[config.mk]
export PLATFORM = sky130hd
export DESIGN_NAME = critically_damped_spring_smoother_unit
export DESIGN_NICKNAME = d
export VERILOG_FILES = /design/src/cdss_pkg.sv /design/src/cdss_mul.sv /design/src/cdss_div.sv /design/src/critically_damped_spring_smoother_unit.sv
export SDC_FILE = /design/constraint.sdc
export NUM_CORES = 2
export LEC_CHECK = 0
export BUFFER_PORTS_ARGS = -buffer_cell sky130_fd_sc_hd__buf_2
export CAP_MARGIN = 15
export CORE_ASPECT_RATIO = 0.5
export CORE_MARGIN = 5
export CORE_UTILIZATION = 55
export CTS_CLUSTER_DIAMETER = 120
export CTS_CLUSTER_SIZE = 28
export DETAILED_ROUTE_END_ITERATION = 6
export PLACE_DENSITY = 0.71
export SLEW_MARGIN = 30
export SYNTH_ARGS = -nofsm -noshare
export SYNTH_HDL_FRONTEND = slang
export SYNTH_HIERARCHICAL = 1
export SYNTH_SLANG_ARGS = --single-unit
[constraint.sdc]
create_clock -name clk -period 13.8 [get_ports clk]
set_input_delay 0.69 -clock clk [delete_from_list [all_inputs] [get_ports clk]]
set_output_delay 0.69 -clock clk [all_outputs]
set_load 0.1 [all_outputs]
[src/cdss_pkg.sv]
// shared types, constants and saturation helpers for the spring smoother
package cdss_pkg;

    localparam int HL_W    = 24;             // half-life register, unsigned Q8.16
    localparam int DT_W    = 16;             // frame time, unsigned Q0.16
    localparam int MUL_W   = 33;             // shared multiplier operand width
    localparam int PROD_W  = 2 * MUL_W;
    localparam int NUM_W   = 49;             // divider dividend width
    localparam int DEN_W   = 41;             // divider divisor width
    localparam int QUO_W   = 33;             // divider quotient width
    localparam int Z_W     = 25;             // clamped z
    localparam int Z2_W    = 33;
    localparam int Z3_W    = 41;

    localparam logic [HL_W-1:0]  HALFLIFE_RESET = 24'd13107;
    localparam logic [32:0]      LN2X2_Q32      = 33'd5954088944;
    localparam logic [NUM_W-1:0] E_NUM          = 49'h1_0000_0000_0000;
    localparam logic [DEN_W-1:0] ONE_Q16        = 41'd65536;
    localparam logic [Z_W-1:0]   Z_LIMIT        = 25'h100_0000;
    localparam logic [14:0]      C048_Q16       = 15'd31457;
    localparam logic [13:0]      C0235_Q16      = 14'd15401;

    localparam logic OP_STEP = 1'b0;
    localparam logic OP_LOAD = 1'b1;

    typedef struct packed {
        logic               operation;
        logic signed [31:0] goal;
        logic [DT_W-1:0]    time_step;
        logic signed [31:0] load_position;
        logic signed [31:0] load_velocity;
    } req_item_t;

    typedef struct packed {
        logic signed [31:0] position;
        logic signed [31:0] velocity;
    } rsp_item_t;

    typedef enum logic [4:0] {
        ST_IDLE,
        ST_YDIV,
        ST_YD,
        ST_J0Y,
        ST_ZZ,
        ST_J1DT,
        ST_Z3,
        ST_Z2C,
        ST_J1YD,
        ST_Z3H,
        ST_Z3L,
        ST_DEN,
        ST_EGO,
        ST_EDIV,
        ST_TXE,
        ST_TVE,
        ST_VEL,
        ST_OUT
    } state_t;

    function automatic logic [31:0] abs32(input logic signed [31:0] a);
        return a[31] ? (32'd0 - $unsigned(a)) : $unsigned(a);
    endfunction

    // truncated magnitude given the operand sign, clamped to the signed 32-bit range
    function automatic logic signed [31:0] apply_sign(input logic neg, input logic [49:0] mag);
        logic signed [31:0] res;
        if (neg) begin
            if (mag >= 50'h8000_0000)
                res = 32'sh8000_0000;
            else
                res = $signed(32'd0 - mag[31:0]);
        end
        else begin
            if (mag >= 50'h7FFF_FFFF)
                res = 32'sh7FFF_FFFF;
            else
                res = $signed(mag[31:0]);
        end
        return res;
    endfunction

    function automatic logic signed [31:0] sat33(input logic signed [32:0] s);
        logic signed [31:0] res;
        if (s[32] != s[31])
            res = s[32] ? 32'sh8000_0000 : 32'sh7FFF_FFFF;
        else
            res = s[31:0];
        return res;
    endfunction

    function automatic logic signed [31:0] add_sat(input logic signed [31:0] a,
                                                   input logic signed [31:0] b);
        logic signed [32:0] s;
        s = {a[31], a} + {b[31], b};
        return sat33(s);
    endfunction

    function automatic logic signed [31:0] sub_sat(input logic signed [31:0] a,
                                                   input logic signed [31:0] b);
        logic signed [32:0] s;
        s = {a[31], a} - {b[31], b};
        return sat33(s);
    endfunction

endpackage

[src/cdss_mul.sv]
// shared unsigned multiplier with registered product
module cdss_mul (
    input  logic                           clk,
    input  logic [cdss_pkg::MUL_W-1:0]     a,
    input  logic [cdss_pkg::MUL_W-1:0]     b,
    output logic [cdss_pkg::PROD_W-1:0]    product
);

    logic [cdss_pkg::PROD_W-1:0] product_reg;

    always_ff @(posedge clk)
    begin
        product_reg <= a * b;
    end

    assign product = product_reg;

endmodule

[src/cdss_div.sv]
// restoring divider, one quotient bit per cycle, quotient known to fit QUO_W bits
module cdss_div (
    input  logic                          clk,
    input  logic                          rst_n,
    input  logic                          start,
    input  logic [cdss_pkg::NUM_W-1:0]    dividend,
    input  logic [cdss_pkg::DEN_W-1:0]    divisor,
    output logic                          done,
    output logic [cdss_pkg::QUO_W-1:0]    quotient
);

    localparam int DSH_W = cdss_pkg::DEN_W + cdss_pkg::QUO_W - 1;
    localparam int CNT_W = $clog2(cdss_pkg::QUO_W);

    logic                        busy_reg;
    logic                        done_reg;
    logic [CNT_W-1:0]            cnt_reg;
    logic [cdss_pkg::NUM_W-1:0]  rem_reg;
    logic [DSH_W-1:0]            dsh_reg;
    logic [cdss_pkg::QUO_W-1:0]  q_reg;
    logic                        fits;

    assign fits = {{(DSH_W - cdss_pkg::NUM_W){1'b0}}, rem_reg} >= dsh_reg;

    always_ff @(posedge clk or negedge rst_n)
    begin
        if (!rst_n)
        begin
            busy_reg <= 1'b0;
            done_reg <= 1'b0;
            cnt_reg  <= '0;
        end
        else
        begin
            done_reg <= 1'b0;
            if (start)
            begin
                busy_reg <= 1'b1;
                cnt_reg  <= CNT_W'(cdss_pkg::QUO_W - 1);
            end
            else if (busy_reg)
            begin
                cnt_reg <= cnt_reg - 1'b1;
                if (cnt_reg == '0)
                begin
                    busy_reg <= 1'b0;
                    done_reg <= 1'b1;
                end
            end
        end
    end

    // divisor slides right one place per beat of the iteration
    always_ff @(posedge clk)
    begin
        if (start)
        begin
            rem_reg <= dividend;
            dsh_reg <= {divisor, {(cdss_pkg::QUO_W - 1){1'b0}}};
            q_reg   <= '0;
        end
        else if (busy_reg)
        begin
            if (fits)
                rem_reg <= rem_reg - dsh_reg[cdss_pkg::NUM_W-1:0];
            dsh_reg <= dsh_reg >> 1;
            q_reg   <= {q_reg[cdss_pkg::QUO_W-2:0], fits};
        end
    end

    assign done     = done_reg;
    assign quotient = q_reg;

endmodule

[src/critically_damped_spring_smoother_unit.sv]
// top level: sequencer around one shared multiplier and one shared divider
//
// Spring smoother for one channel. A request beat carries an operation, a goal,
// a frame time and load values; every request gives exactly one response beat
// with the new position and velocity.
// Request channel: req_valid/req_stall/req_data, taken when valid and not stall.
// Response channel: rsp_valid/rsp_stall/rsp_data, held in an output register.
// Config channel: cfg_valid/cfg_ready/cfg_data writes the half-life; ready is
// always high and writes belong between requests.
// A load request goes straight to the output step, where its response is
// registered. A step request walks eleven multiplier beats and one division
// for the decay factor. The first step after reset or a half-life write also
// divides for the damping rate. The divider, at one bit per cycle, takes up
// most of a step. One request is in flight at a time; req_stall is high until
// the sequencer is back to idle.
// Reset clears position and velocity to zero and the half-life to 13107.
// A stalled response holds its register; the sequencer waits at its last step
// and the next request is taken once that beat leaves.
module critically_damped_spring_smoother_unit (
    input  logic                          clk,
    input  logic                          rst_n,
    input  logic                          req_valid,
    output logic                          req_stall,
    input  cdss_pkg::req_item_t           req_data,
    output logic                          rsp_valid,
    input  logic                          rsp_stall,
    output cdss_pkg::rsp_item_t           rsp_data,
    input  logic                          cfg_valid,
    output logic                          cfg_ready,
    input  logic [cdss_pkg::HL_W-1:0]     cfg_data
);

    cdss_pkg::state_t                 state_reg, state_next;

    logic [cdss_pkg::HL_W-1:0]        halflife_reg;
    logic                             y_valid_reg;
    logic signed [31:0]               cur_pos_reg;
    logic signed [31:0]               cur_vel_reg;
    logic                             rsp_valid_reg;
    cdss_pkg::rsp_item_t              rsp_reg;

    logic signed [31:0]               goal_reg;
    logic [cdss_pkg::DT_W-1:0]        dt_reg;
    logic signed [31:0]               j0_reg;
    logic signed [31:0]               j1_reg;
    logic signed [31:0]               tx_reg;
    logic signed [31:0]               tv_reg;
    logic [31:0]                      y_reg;
    logic [31:0]                      yd_reg;
    logic [cdss_pkg::Z_W-1:0]         zc_reg;
    logic [cdss_pkg::Z2_W-1:0]        z2_reg;
    logic [cdss_pkg::Z3_W-1:0]        z3_reg;
    logic [cdss_pkg::DEN_W-1:0]       den_reg;
    logic [cdss_pkg::QUO_W-1:0]       e_reg;

    logic                             req_fire;
    logic                             cfg_fire;
    logic                             rsp_free;
    logic                             div_start;
    logic                             div_done;
    logic [cdss_pkg::NUM_W-1:0]       div_num;
    logic [cdss_pkg::DEN_W-1:0]       div_den;
    logic [cdss_pkg::QUO_W-1:0]       div_q;
    logic [cdss_pkg::HL_W-1:0]        hl_eff;
    logic [cdss_pkg::MUL_W-1:0]       mul_a;
    logic [cdss_pkg::MUL_W-1:0]       mul_b;
    logic [cdss_pkg::PROD_W-1:0]      mul_p;
    logic [31:0]                      yd_new;

    assign req_stall = (state_reg != cdss_pkg::ST_IDLE);
    assign req_fire  = req_valid && !req_stall;
    assign cfg_ready = 1'b1;
    assign cfg_fire  = cfg_valid && cfg_ready;
    assign rsp_free  = !rsp_valid_reg || !rsp_stall;
    assign rsp_valid = rsp_valid_reg;
    assign rsp_data  = rsp_reg;

    assign hl_eff  = (halflife_reg == '0) ? cdss_pkg::HL_W'(1) : halflife_reg;
    assign div_num = (state_reg == cdss_pkg::ST_EGO) ? cdss_pkg::E_NUM
                   : {{(cdss_pkg::NUM_W - 33){1'b0}}, cdss_pkg::LN2X2_Q32};
    assign div_den = (state_reg == cdss_pkg::ST_EGO) ? den_reg
                   : {{(cdss_pkg::DEN_W - cdss_pkg::HL_W){1'b0}}, hl_eff};
    assign yd_new  = mul_p[47:16];

    cdss_mul u_mul (
        .clk     (clk),
        .a       (mul_a),
        .b       (mul_b),
        .product (mul_p)
    );

    cdss_div u_div (
        .clk      (clk),
        .rst_n    (rst_n),
        .start    (div_start),
        .dividend (div_num),
        .divisor  (div_den),
        .done     (div_done),
        .quotient (div_q)
    );

    // each multiplier step issues one product; the product lands for the step after
    always_comb
    begin
        mul_a = '0;
        mul_b = '0;
        unique case (state_reg)
            cdss_pkg::ST_YD:
            begin
                mul_a = {1'b0, y_reg};
                mul_b = {17'b0, dt_reg};
            end
            cdss_pkg::ST_J0Y:
            begin
                mul_a = {1'b0, cdss_pkg::abs32(j0_reg)};
                mul_b = {1'b0, y_reg};
            end
            cdss_pkg::ST_ZZ:
            begin
                mul_a = {8'b0, zc_reg};
                mul_b = {8'b0, zc_reg};
            end
            cdss_pkg::ST_J1DT:
            begin
                mul_a = {1'b0, cdss_pkg::abs32(j1_reg)};
                mul_b = {17'b0, dt_reg};
            end
            cdss_pkg::ST_Z3:
            begin
                mul_a = z2_reg;
                mul_b = {8'b0, zc_reg};
            end
            cdss_pkg::ST_Z2C:
            begin
                mul_a = z2_reg;
                mul_b = {18'b0, cdss_pkg::C048_Q16};
            end
            cdss_pkg::ST_J1YD:
            begin
                mul_a = {1'b0, cdss_pkg::abs32(j1_reg)};
                mul_b = {1'b0, yd_reg};
            end
            cdss_pkg::ST_Z3H:
            begin
                mul_a = {8'b0, z3_reg[40:16]};
                mul_b = {19'b0, cdss_pkg::C0235_Q16};
            end
            cdss_pkg::ST_Z3L:
            begin
                mul_a = {17'b0, z3_reg[15:0]};
                mul_b = {19'b0, cdss_pkg::C0235_Q16};
            end
            cdss_pkg::ST_TXE:
            begin
                mul_a = {1'b0, cdss_pkg::abs32(tx_reg)};
                mul_b = e_reg;
            end
            cdss_pkg::ST_TVE:
            begin
                mul_a = {1'b0, cdss_pkg::abs32(tv_reg)};
                mul_b = e_reg;
            end
            default:
            begin
                mul_a = '0;
                mul_b = '0;
            end
        endcase
    end

    always_ff @(posedge clk or negedge rst_n)
    begin
        if (!rst_n)
            state_reg <= cdss_pkg::ST_IDLE;
        else
            state_reg <= state_next;
    end

    always_comb
    begin
        state_next = state_reg;
        div_start  = 1'b0;
        unique case (state_reg)
            cdss_pkg::ST_IDLE:
            begin
                if (req_fire)
                begin
                    if (req_data.operation == cdss_pkg::OP_LOAD)
                        state_next = cdss_pkg::ST_OUT;
                    else if (y_valid_reg)
                        state_next = cdss_pkg::ST_YD;
                    else
                    begin
                        div_start  = 1'b1;
                        state_next = cdss_pkg::ST_YDIV;
                    end
                end
            end
            cdss_pkg::ST_YDIV:
            begin
                if (div_done)
                    state_next = cdss_pkg::ST_YD;
            end
            cdss_pkg::ST_YD:   state_next = cdss_pkg::ST_J0Y;
            cdss_pkg::ST_J0Y:  state_next = cdss_pkg::ST_ZZ;
            cdss_pkg::ST_ZZ:   state_next = cdss_pkg::ST_J1DT;
            cdss_pkg::ST_J1DT: state_next = cdss_pkg::ST_Z3;
            cdss_pkg::ST_Z3:   state_next = cdss_pkg::ST_Z2C;
            cdss_pkg::ST_Z2C:  state_next = cdss_pkg::ST_J1YD;
            cdss_pkg::ST_J1YD: state_next = cdss_pkg::ST_Z3H;
            cdss_pkg::ST_Z3H:  state_next = cdss_pkg::ST_Z3L;
            cdss_pkg::ST_Z3L:  state_next = cdss_pkg::ST_DEN;
            cdss_pkg::ST_DEN:  state_next = cdss_pkg::ST_EGO;
            cdss_pkg::ST_EGO:
            begin
                div_start  = 1'b1;
                state_next = cdss_pkg::ST_EDIV;
            end
            cdss_pkg::ST_EDIV:
            begin
                if (div_done)
                    state_next = cdss_pkg::ST_TXE;
            end
            cdss_pkg::ST_TXE:  state_next = cdss_pkg::ST_TVE;
            cdss_pkg::ST_TVE:  state_next = cdss_pkg::ST_VEL;
            cdss_pkg::ST_VEL:  state_next = cdss_pkg::ST_OUT;
            cdss_pkg::ST_OUT:
            begin
                if (rsp_free)
                    state_next = cdss_pkg::ST_IDLE;
            end
            default:           state_next = cdss_pkg::ST_IDLE;
        endcase
    end

    // architectural state, config and response handshake
    always_ff @(posedge clk or negedge rst_n)
    begin
        if (!rst_n)
        begin
            halflife_reg  <= cdss_pkg::HALFLIFE_RESET;
            y_valid_reg   <= 1'b0;
            cur_pos_reg   <= '0;
            cur_vel_reg   <= '0;
            rsp_valid_reg <= 1'b0;
        end
        else
        begin
            if (cfg_fire)
            begin
                halflife_reg <= cfg_data;
                y_valid_reg  <= 1'b0;
            end
            else if (state_reg == cdss_pkg::ST_YDIV && div_done)
                y_valid_reg <= 1'b1;

            if (req_fire && req_data.operation == cdss_pkg::OP_LOAD)
            begin
                cur_pos_reg <= req_data.load_position;
                cur_vel_reg <= req_data.load_velocity;
            end
            else if (state_reg == cdss_pkg::ST_TVE)
                cur_pos_reg <= cdss_pkg::add_sat(
                    cdss_pkg::apply_sign(tx_reg[31], {16'b0, mul_p[65:32]}), goal_reg);
            else if (state_reg == cdss_pkg::ST_VEL)
                cur_vel_reg <= cdss_pkg::apply_sign(tv_reg[31], {16'b0, mul_p[65:32]});

            if (state_reg == cdss_pkg::ST_OUT && rsp_free)
                rsp_valid_reg <= 1'b1;
            else if (rsp_valid_reg && !rsp_stall)
                rsp_valid_reg <= 1'b0;
        end
    end

    // working registers of one step
    always_ff @(posedge clk)
    begin
        if (req_fire)
        begin
            goal_reg <= req_data.goal;
            dt_reg   <= req_data.time_step;
            j0_reg   <= cdss_pkg::sub_sat(cur_pos_reg, req_data.goal);
        end

        if (state_reg == cdss_pkg::ST_YDIV && div_done)
            y_reg <= div_q[32] ? 32'hFFFF_FFFF : div_q[31:0];
        if (state_reg == cdss_pkg::ST_EDIV && div_done)
            e_reg <= div_q;

        case (state_reg)
            cdss_pkg::ST_J0Y:
            begin
                yd_reg <= yd_new;
                zc_reg <= (yd_new > 32'h0100_0000) ? cdss_pkg::Z_LIMIT : yd_new[24:0];
            end
            cdss_pkg::ST_ZZ:
            begin
                j1_reg  <= cdss_pkg::add_sat(cur_vel_reg,
                               cdss_pkg::apply_sign(j0_reg[31], mul_p[65:16]));
                den_reg <= cdss_pkg::ONE_Q16 + {16'b0, zc_reg};
            end
            cdss_pkg::ST_J1DT: z2_reg <= mul_p[48:16];
            cdss_pkg::ST_Z3:
                tx_reg <= cdss_pkg::add_sat(j0_reg,
                              cdss_pkg::apply_sign(j1_reg[31], mul_p[65:16]));
            cdss_pkg::ST_Z2C:  z3_reg <= mul_p[56:16];
            cdss_pkg::ST_J1YD: den_reg <= den_reg + mul_p[56:16];
            cdss_pkg::ST_Z3H:
                tv_reg <= cdss_pkg::sub_sat(cur_vel_reg,
                              cdss_pkg::apply_sign(j1_reg[31], mul_p[65:16]));
            // high half of z3 times 0.235 needs no shift, low half does
            cdss_pkg::ST_Z3L:  den_reg <= den_reg + mul_p[40:0];
            cdss_pkg::ST_DEN:  den_reg <= den_reg + mul_p[56:16];
            default:
            begin
            end
        endcase

        if (state_reg == cdss_pkg::ST_OUT && rsp_free)
        begin
            rsp_reg.position <= cur_pos_reg;
            rsp_reg.velocity <= cur_vel_reg;
        end
    end

    a_div_done_expected: assert property (@(posedge clk) disable iff (!rst_n)
        div_done |-> (state_reg == cdss_pkg::ST_YDIV || state_reg == cdss_pkg::ST_EDIV))
        else $error("divider finished outside a division step");

    a_y_ready: assert property (@(posedge clk) disable iff (!rst_n)
        state_reg == cdss_pkg::ST_YD |-> y_valid_reg)
        else $error("step started without a damping rate");

    a_cfg_drops_y: assert property (@(posedge clk) disable iff (!rst_n)
        cfg_fire |=> !y_valid_reg)
        else $error("damping rate kept across a half-life write");

    a_e_range: assert property (@(posedge clk) disable iff (!rst_n)
        state_reg == cdss_pkg::ST_TXE |-> e_reg <= 33'h1_0000_0000)
        else $error("decay factor above one");

    a_load_state: assert property (@(posedge clk) disable iff (!rst_n)
        req_fire && req_data.operation == cdss_pkg::OP_LOAD |=>
            cur_pos_reg == $past(req_data.load_position) &&
            cur_vel_reg == $past(req_data.load_velocity))
        else $error("load beat did not set the state");

endmodule
==> summary.md <==
| Metric | Value |
|---|---|
| Tightest Pin Transition | `1120 ps` |
| Largest cells by area after synthesis | `fa_1 23%, edfxtp_1 20%, ha_1 7.7%` |
| Number of flip-flops under the largest register name | `73` |
| Worst reg-to-reg setup slack | `2810 ps` |
| Number of sinks handled by clock tree synthesis | `801` |
| Maximum fanout count along the critical path | `12` |
| Master of the slowest instance on the critical path | `fa_1` |
| Worst-case headroom to the max-slew limit | `24.7%` |
| CTS buffer count | `35` |
| Most common flop cell mapped by yosys | `edfxtp_1` |
| Vias in the first global route | `67,300` |
| Routed via count | `69,100` |
| Share of synthesized registers carrying an async set or reset | `12.9%` |
| Detailed Route Iter0 Violations | `8,241` |
| Pin count of the biggest net entering global routing | `80` |
| Count of flip-flops with a built-in enable after synthesis | `567` |
| CTS Root Cell | `clkbuf_16` |
| Dominant cell type by count on the critical path | `fa_1` |
| Height of the chip | `289 µm` |
| Worst-skew pair later-pin latency | `690 ps` |
| Register clock-pin slew on the reported worst setup and hold paths | `130 ps` |
| Global-route wire length before repair | `414,000 µm` |
| Count of filler cells inserted in the layout | `13,600` |
| Area of the die | `164,000 µm²` |
| Final critical path time including I/O delays and setup | `10,990 ps` |
| Antenna-violating nets left | `0` |
| Max-slew violations | `0` |
| Largest incremental delay on the critical path | `650 ps` |
| Final worst-path cycle share | `79.6%` |
| Routed wire length | `272,000 µm` |
| Setup-violating endpoint count in the final report | `0` |
| Critical hold path startpoint | `req_data[95]` |
| Die extent in x | `568 µm` |
| Hold bufs inserted after CTS | `1` |
| Number of flip-flops and latches in the synthesized netlist | `801` |
| Final estimated routing congestion in global placement | `0.995` |
| CTS tree | `yes` |
| Global-route congestion overflow total | `0` |
| Biggest area consumer among synthesized cells | `fa_1` |
| Longest Clk Path Bufs | `3` |
| Number of standard cells after synthesis | `9,345` |
| Number of distinct standard cells referenced by the synthesized netlist | `123` |
| R2r worst-path depth | `32` |
| Element type at the critical path start | `flop` |
| Setup repair after global routing missed its margin | `false` |
| Crit path max-delay family | `adder cells` |
| Clock tree skew after final layout | `86.0 ps` |
| Crit path capture type | `flop` |
| Final-stage net count | `10,900` |
| Remaining DRCs | `0` |
| Rows | `102` |
| Post-Synthesis Cell Area | `85,700 µm²` |
| GRT Util Overall | `32.8%` |
| Top post-synthesis cells by count | `1,297 x inv_1, 1,127 x nand2_1, 965 x fa_1` |
| Routed WL per cell | `23.8 µm` |
| Synthesized area per cell | `9.17 µm²` |
| Synth warnings | `6` |
| Number of antenna violations at the first check in global routing | `10` |
| Share of the yosys chip area belonging to registers | `25.9%` |
| Cell with the most instances after synthesis | `inv_1` |
| Path type of the worst setup path | `flop to flop` |
| Area share of the leading cell type in the synthesized netlist | `22.5%` |
| Initial Util | `55.4%` |
| PostCTS Resize Cnt | `0` |
| Outcome | `finished clean` |
| Max-cap violation count | `0` |
| IO Pins | `209` |
| Worst endpoint data arrival time | `11,640 ps` |
| Achievable frequency | `91.0 MHz` |
| Core box area | `155,000 µm²` |
| Share of cells above drive strength 1 | `7.15%` |
| H-Tree Level Count | `2` |
| End point of the worst hold path | `goal_reg[15]` |
| Hold Fails Final Rpt | `0` |
| Total of buffers placed on input and output ports | `207` |
| Terminus of the critical flop-to-flop path | `u_mul/product[63]` |
| Post-CTS setup buffers | `0` |
| Routed vias/inst | `6.07` |
| Final TNS setup | `0 ps` |
| Detail Placement HPWL | `209,000 µm` |
| Worst EP required | `14,450 ps` |
| Hold path depth | `1` |
| Layout-stage area growth over the synthesis result | `5.20%` |
| Path category of the worst min-delay check | `input port to flop` |
| Worst reg2reg startpoint | `tx_reg[5]` |
| Worst Path Buf+Inv | `5` |
| Pre-Repair DR Iteration Count | `7` |
cell type report:
class | instances | area, µm² | share of cell area (%)
Multi-Input combinational cell | 6768 | 57000 | 63.2
Sequential cell | 801 | 22200 | 24.7
Inverter | 1300 | 4880 | 5.41
Tap cell | 2080 | 2600 | 2.89
Timing Repair Buffer | 380 | 2340 | 2.60
Clock buffer | 57 | 958 | 1.06
Clock inverter | 6 | 128 | 0.142
Antenna cell | 2 | 5.00 | 0.00555
worst reg2reg max path: cells and delay by family (launching register included):
family                   cells  cell delay [ps]
AO/OA/AOI/OAI                7             1690
AND/OR/NAND/NOR             10             3310
buffers and inverters        5              700
XOR/XNOR                     1              180
flip-flops                   1              440
adder cells (fa/ha/maj)      9             4620
worst max-delay path by stage:
stage	to	depth (start not counted)	from
after floorplan	u_mul/product[65]	33	state_reg[1]
after global placement	u_mul/product[51]	30	state_reg[4]
after detailed placement	u_mul/product[51]	31	state_reg[4]
after CTS	u_mul/product[51]	31	state_reg[4]
after global routing	u_mul/product[63]	32	tx_reg[5]
final	u_mul/product[63]	32	tx_reg[5]
layer usage:
metal | wire length (µm) | GRT usage, % | vias to the layer above
met1 | 116000 | 48.4 | 34200
met3 | 31600 | 7.52 | 491
met5 | 37 | 0 | -
met4 | 9580 | 10.1 | 6
li1 | - | - | 30900
met2 | 114000 | 48.2 | 3592
cells by family after synthesis:
family | count (synthesis) | share of synthesized area (%)
other cells | 2 | 0.00876
simple gates | 2826 | 16.1
mux | 120 | 1.47
buf+inv | 1806 | 7.97
fa+ha+maj | 1509 | 30.4
compound gates | 1871 | 13.9
flops | 801 | 25.9
xor+xnor | 410 | 4.19
layout by cell type (no fill, tap or decap), drive strengths merged, types with 33 or more instances in the layout:
cell	count
inv	1300
nand2	1129
fa	965
and2	656
a21oi	570
edfxtp	567
ha	525
o21ai	514
nor2	401
buf	379
xnor2	226
xor2	184
a21o	164
dfxtp	131
nand3	116
dfrtp	95
nor3	89
mux2i	72
or3	67
a211oi	65
or2	63
o31ai	57
clkbuf	57
nand2b	56
nand4	55
a22oi	54
mux2	48
o21bai	48
nor4	47
and3	45
a222oi	44
o211ai	42
o22ai	41
a31oi	35
a221oi	33
metrics by stage:
step | setup slack [ps] | hold WS (ps) | area, µm² | util, % | std cells
2_1_floorplan | 2700 | 394 | 85800 | - | 9375
3_3_place_gp | 2790 | 441 | 89000 | 57.5 | 11300
3_5_place_dp | 2920 | 452 | 89100 | 57.5 | 11300
4_1_cts | 2850 | 153 | 90200 | 58.2 | 11400
5_1_grt | 2240 | 163 | 90200 | 58.3 | 11400
6_report | 2810 | 180 | 90200 | 58.3 | 11400
Power is left out: the tool's default activity adds up to more than one toggle a clock period on the data nets, which glitch-free logic cannot reach.
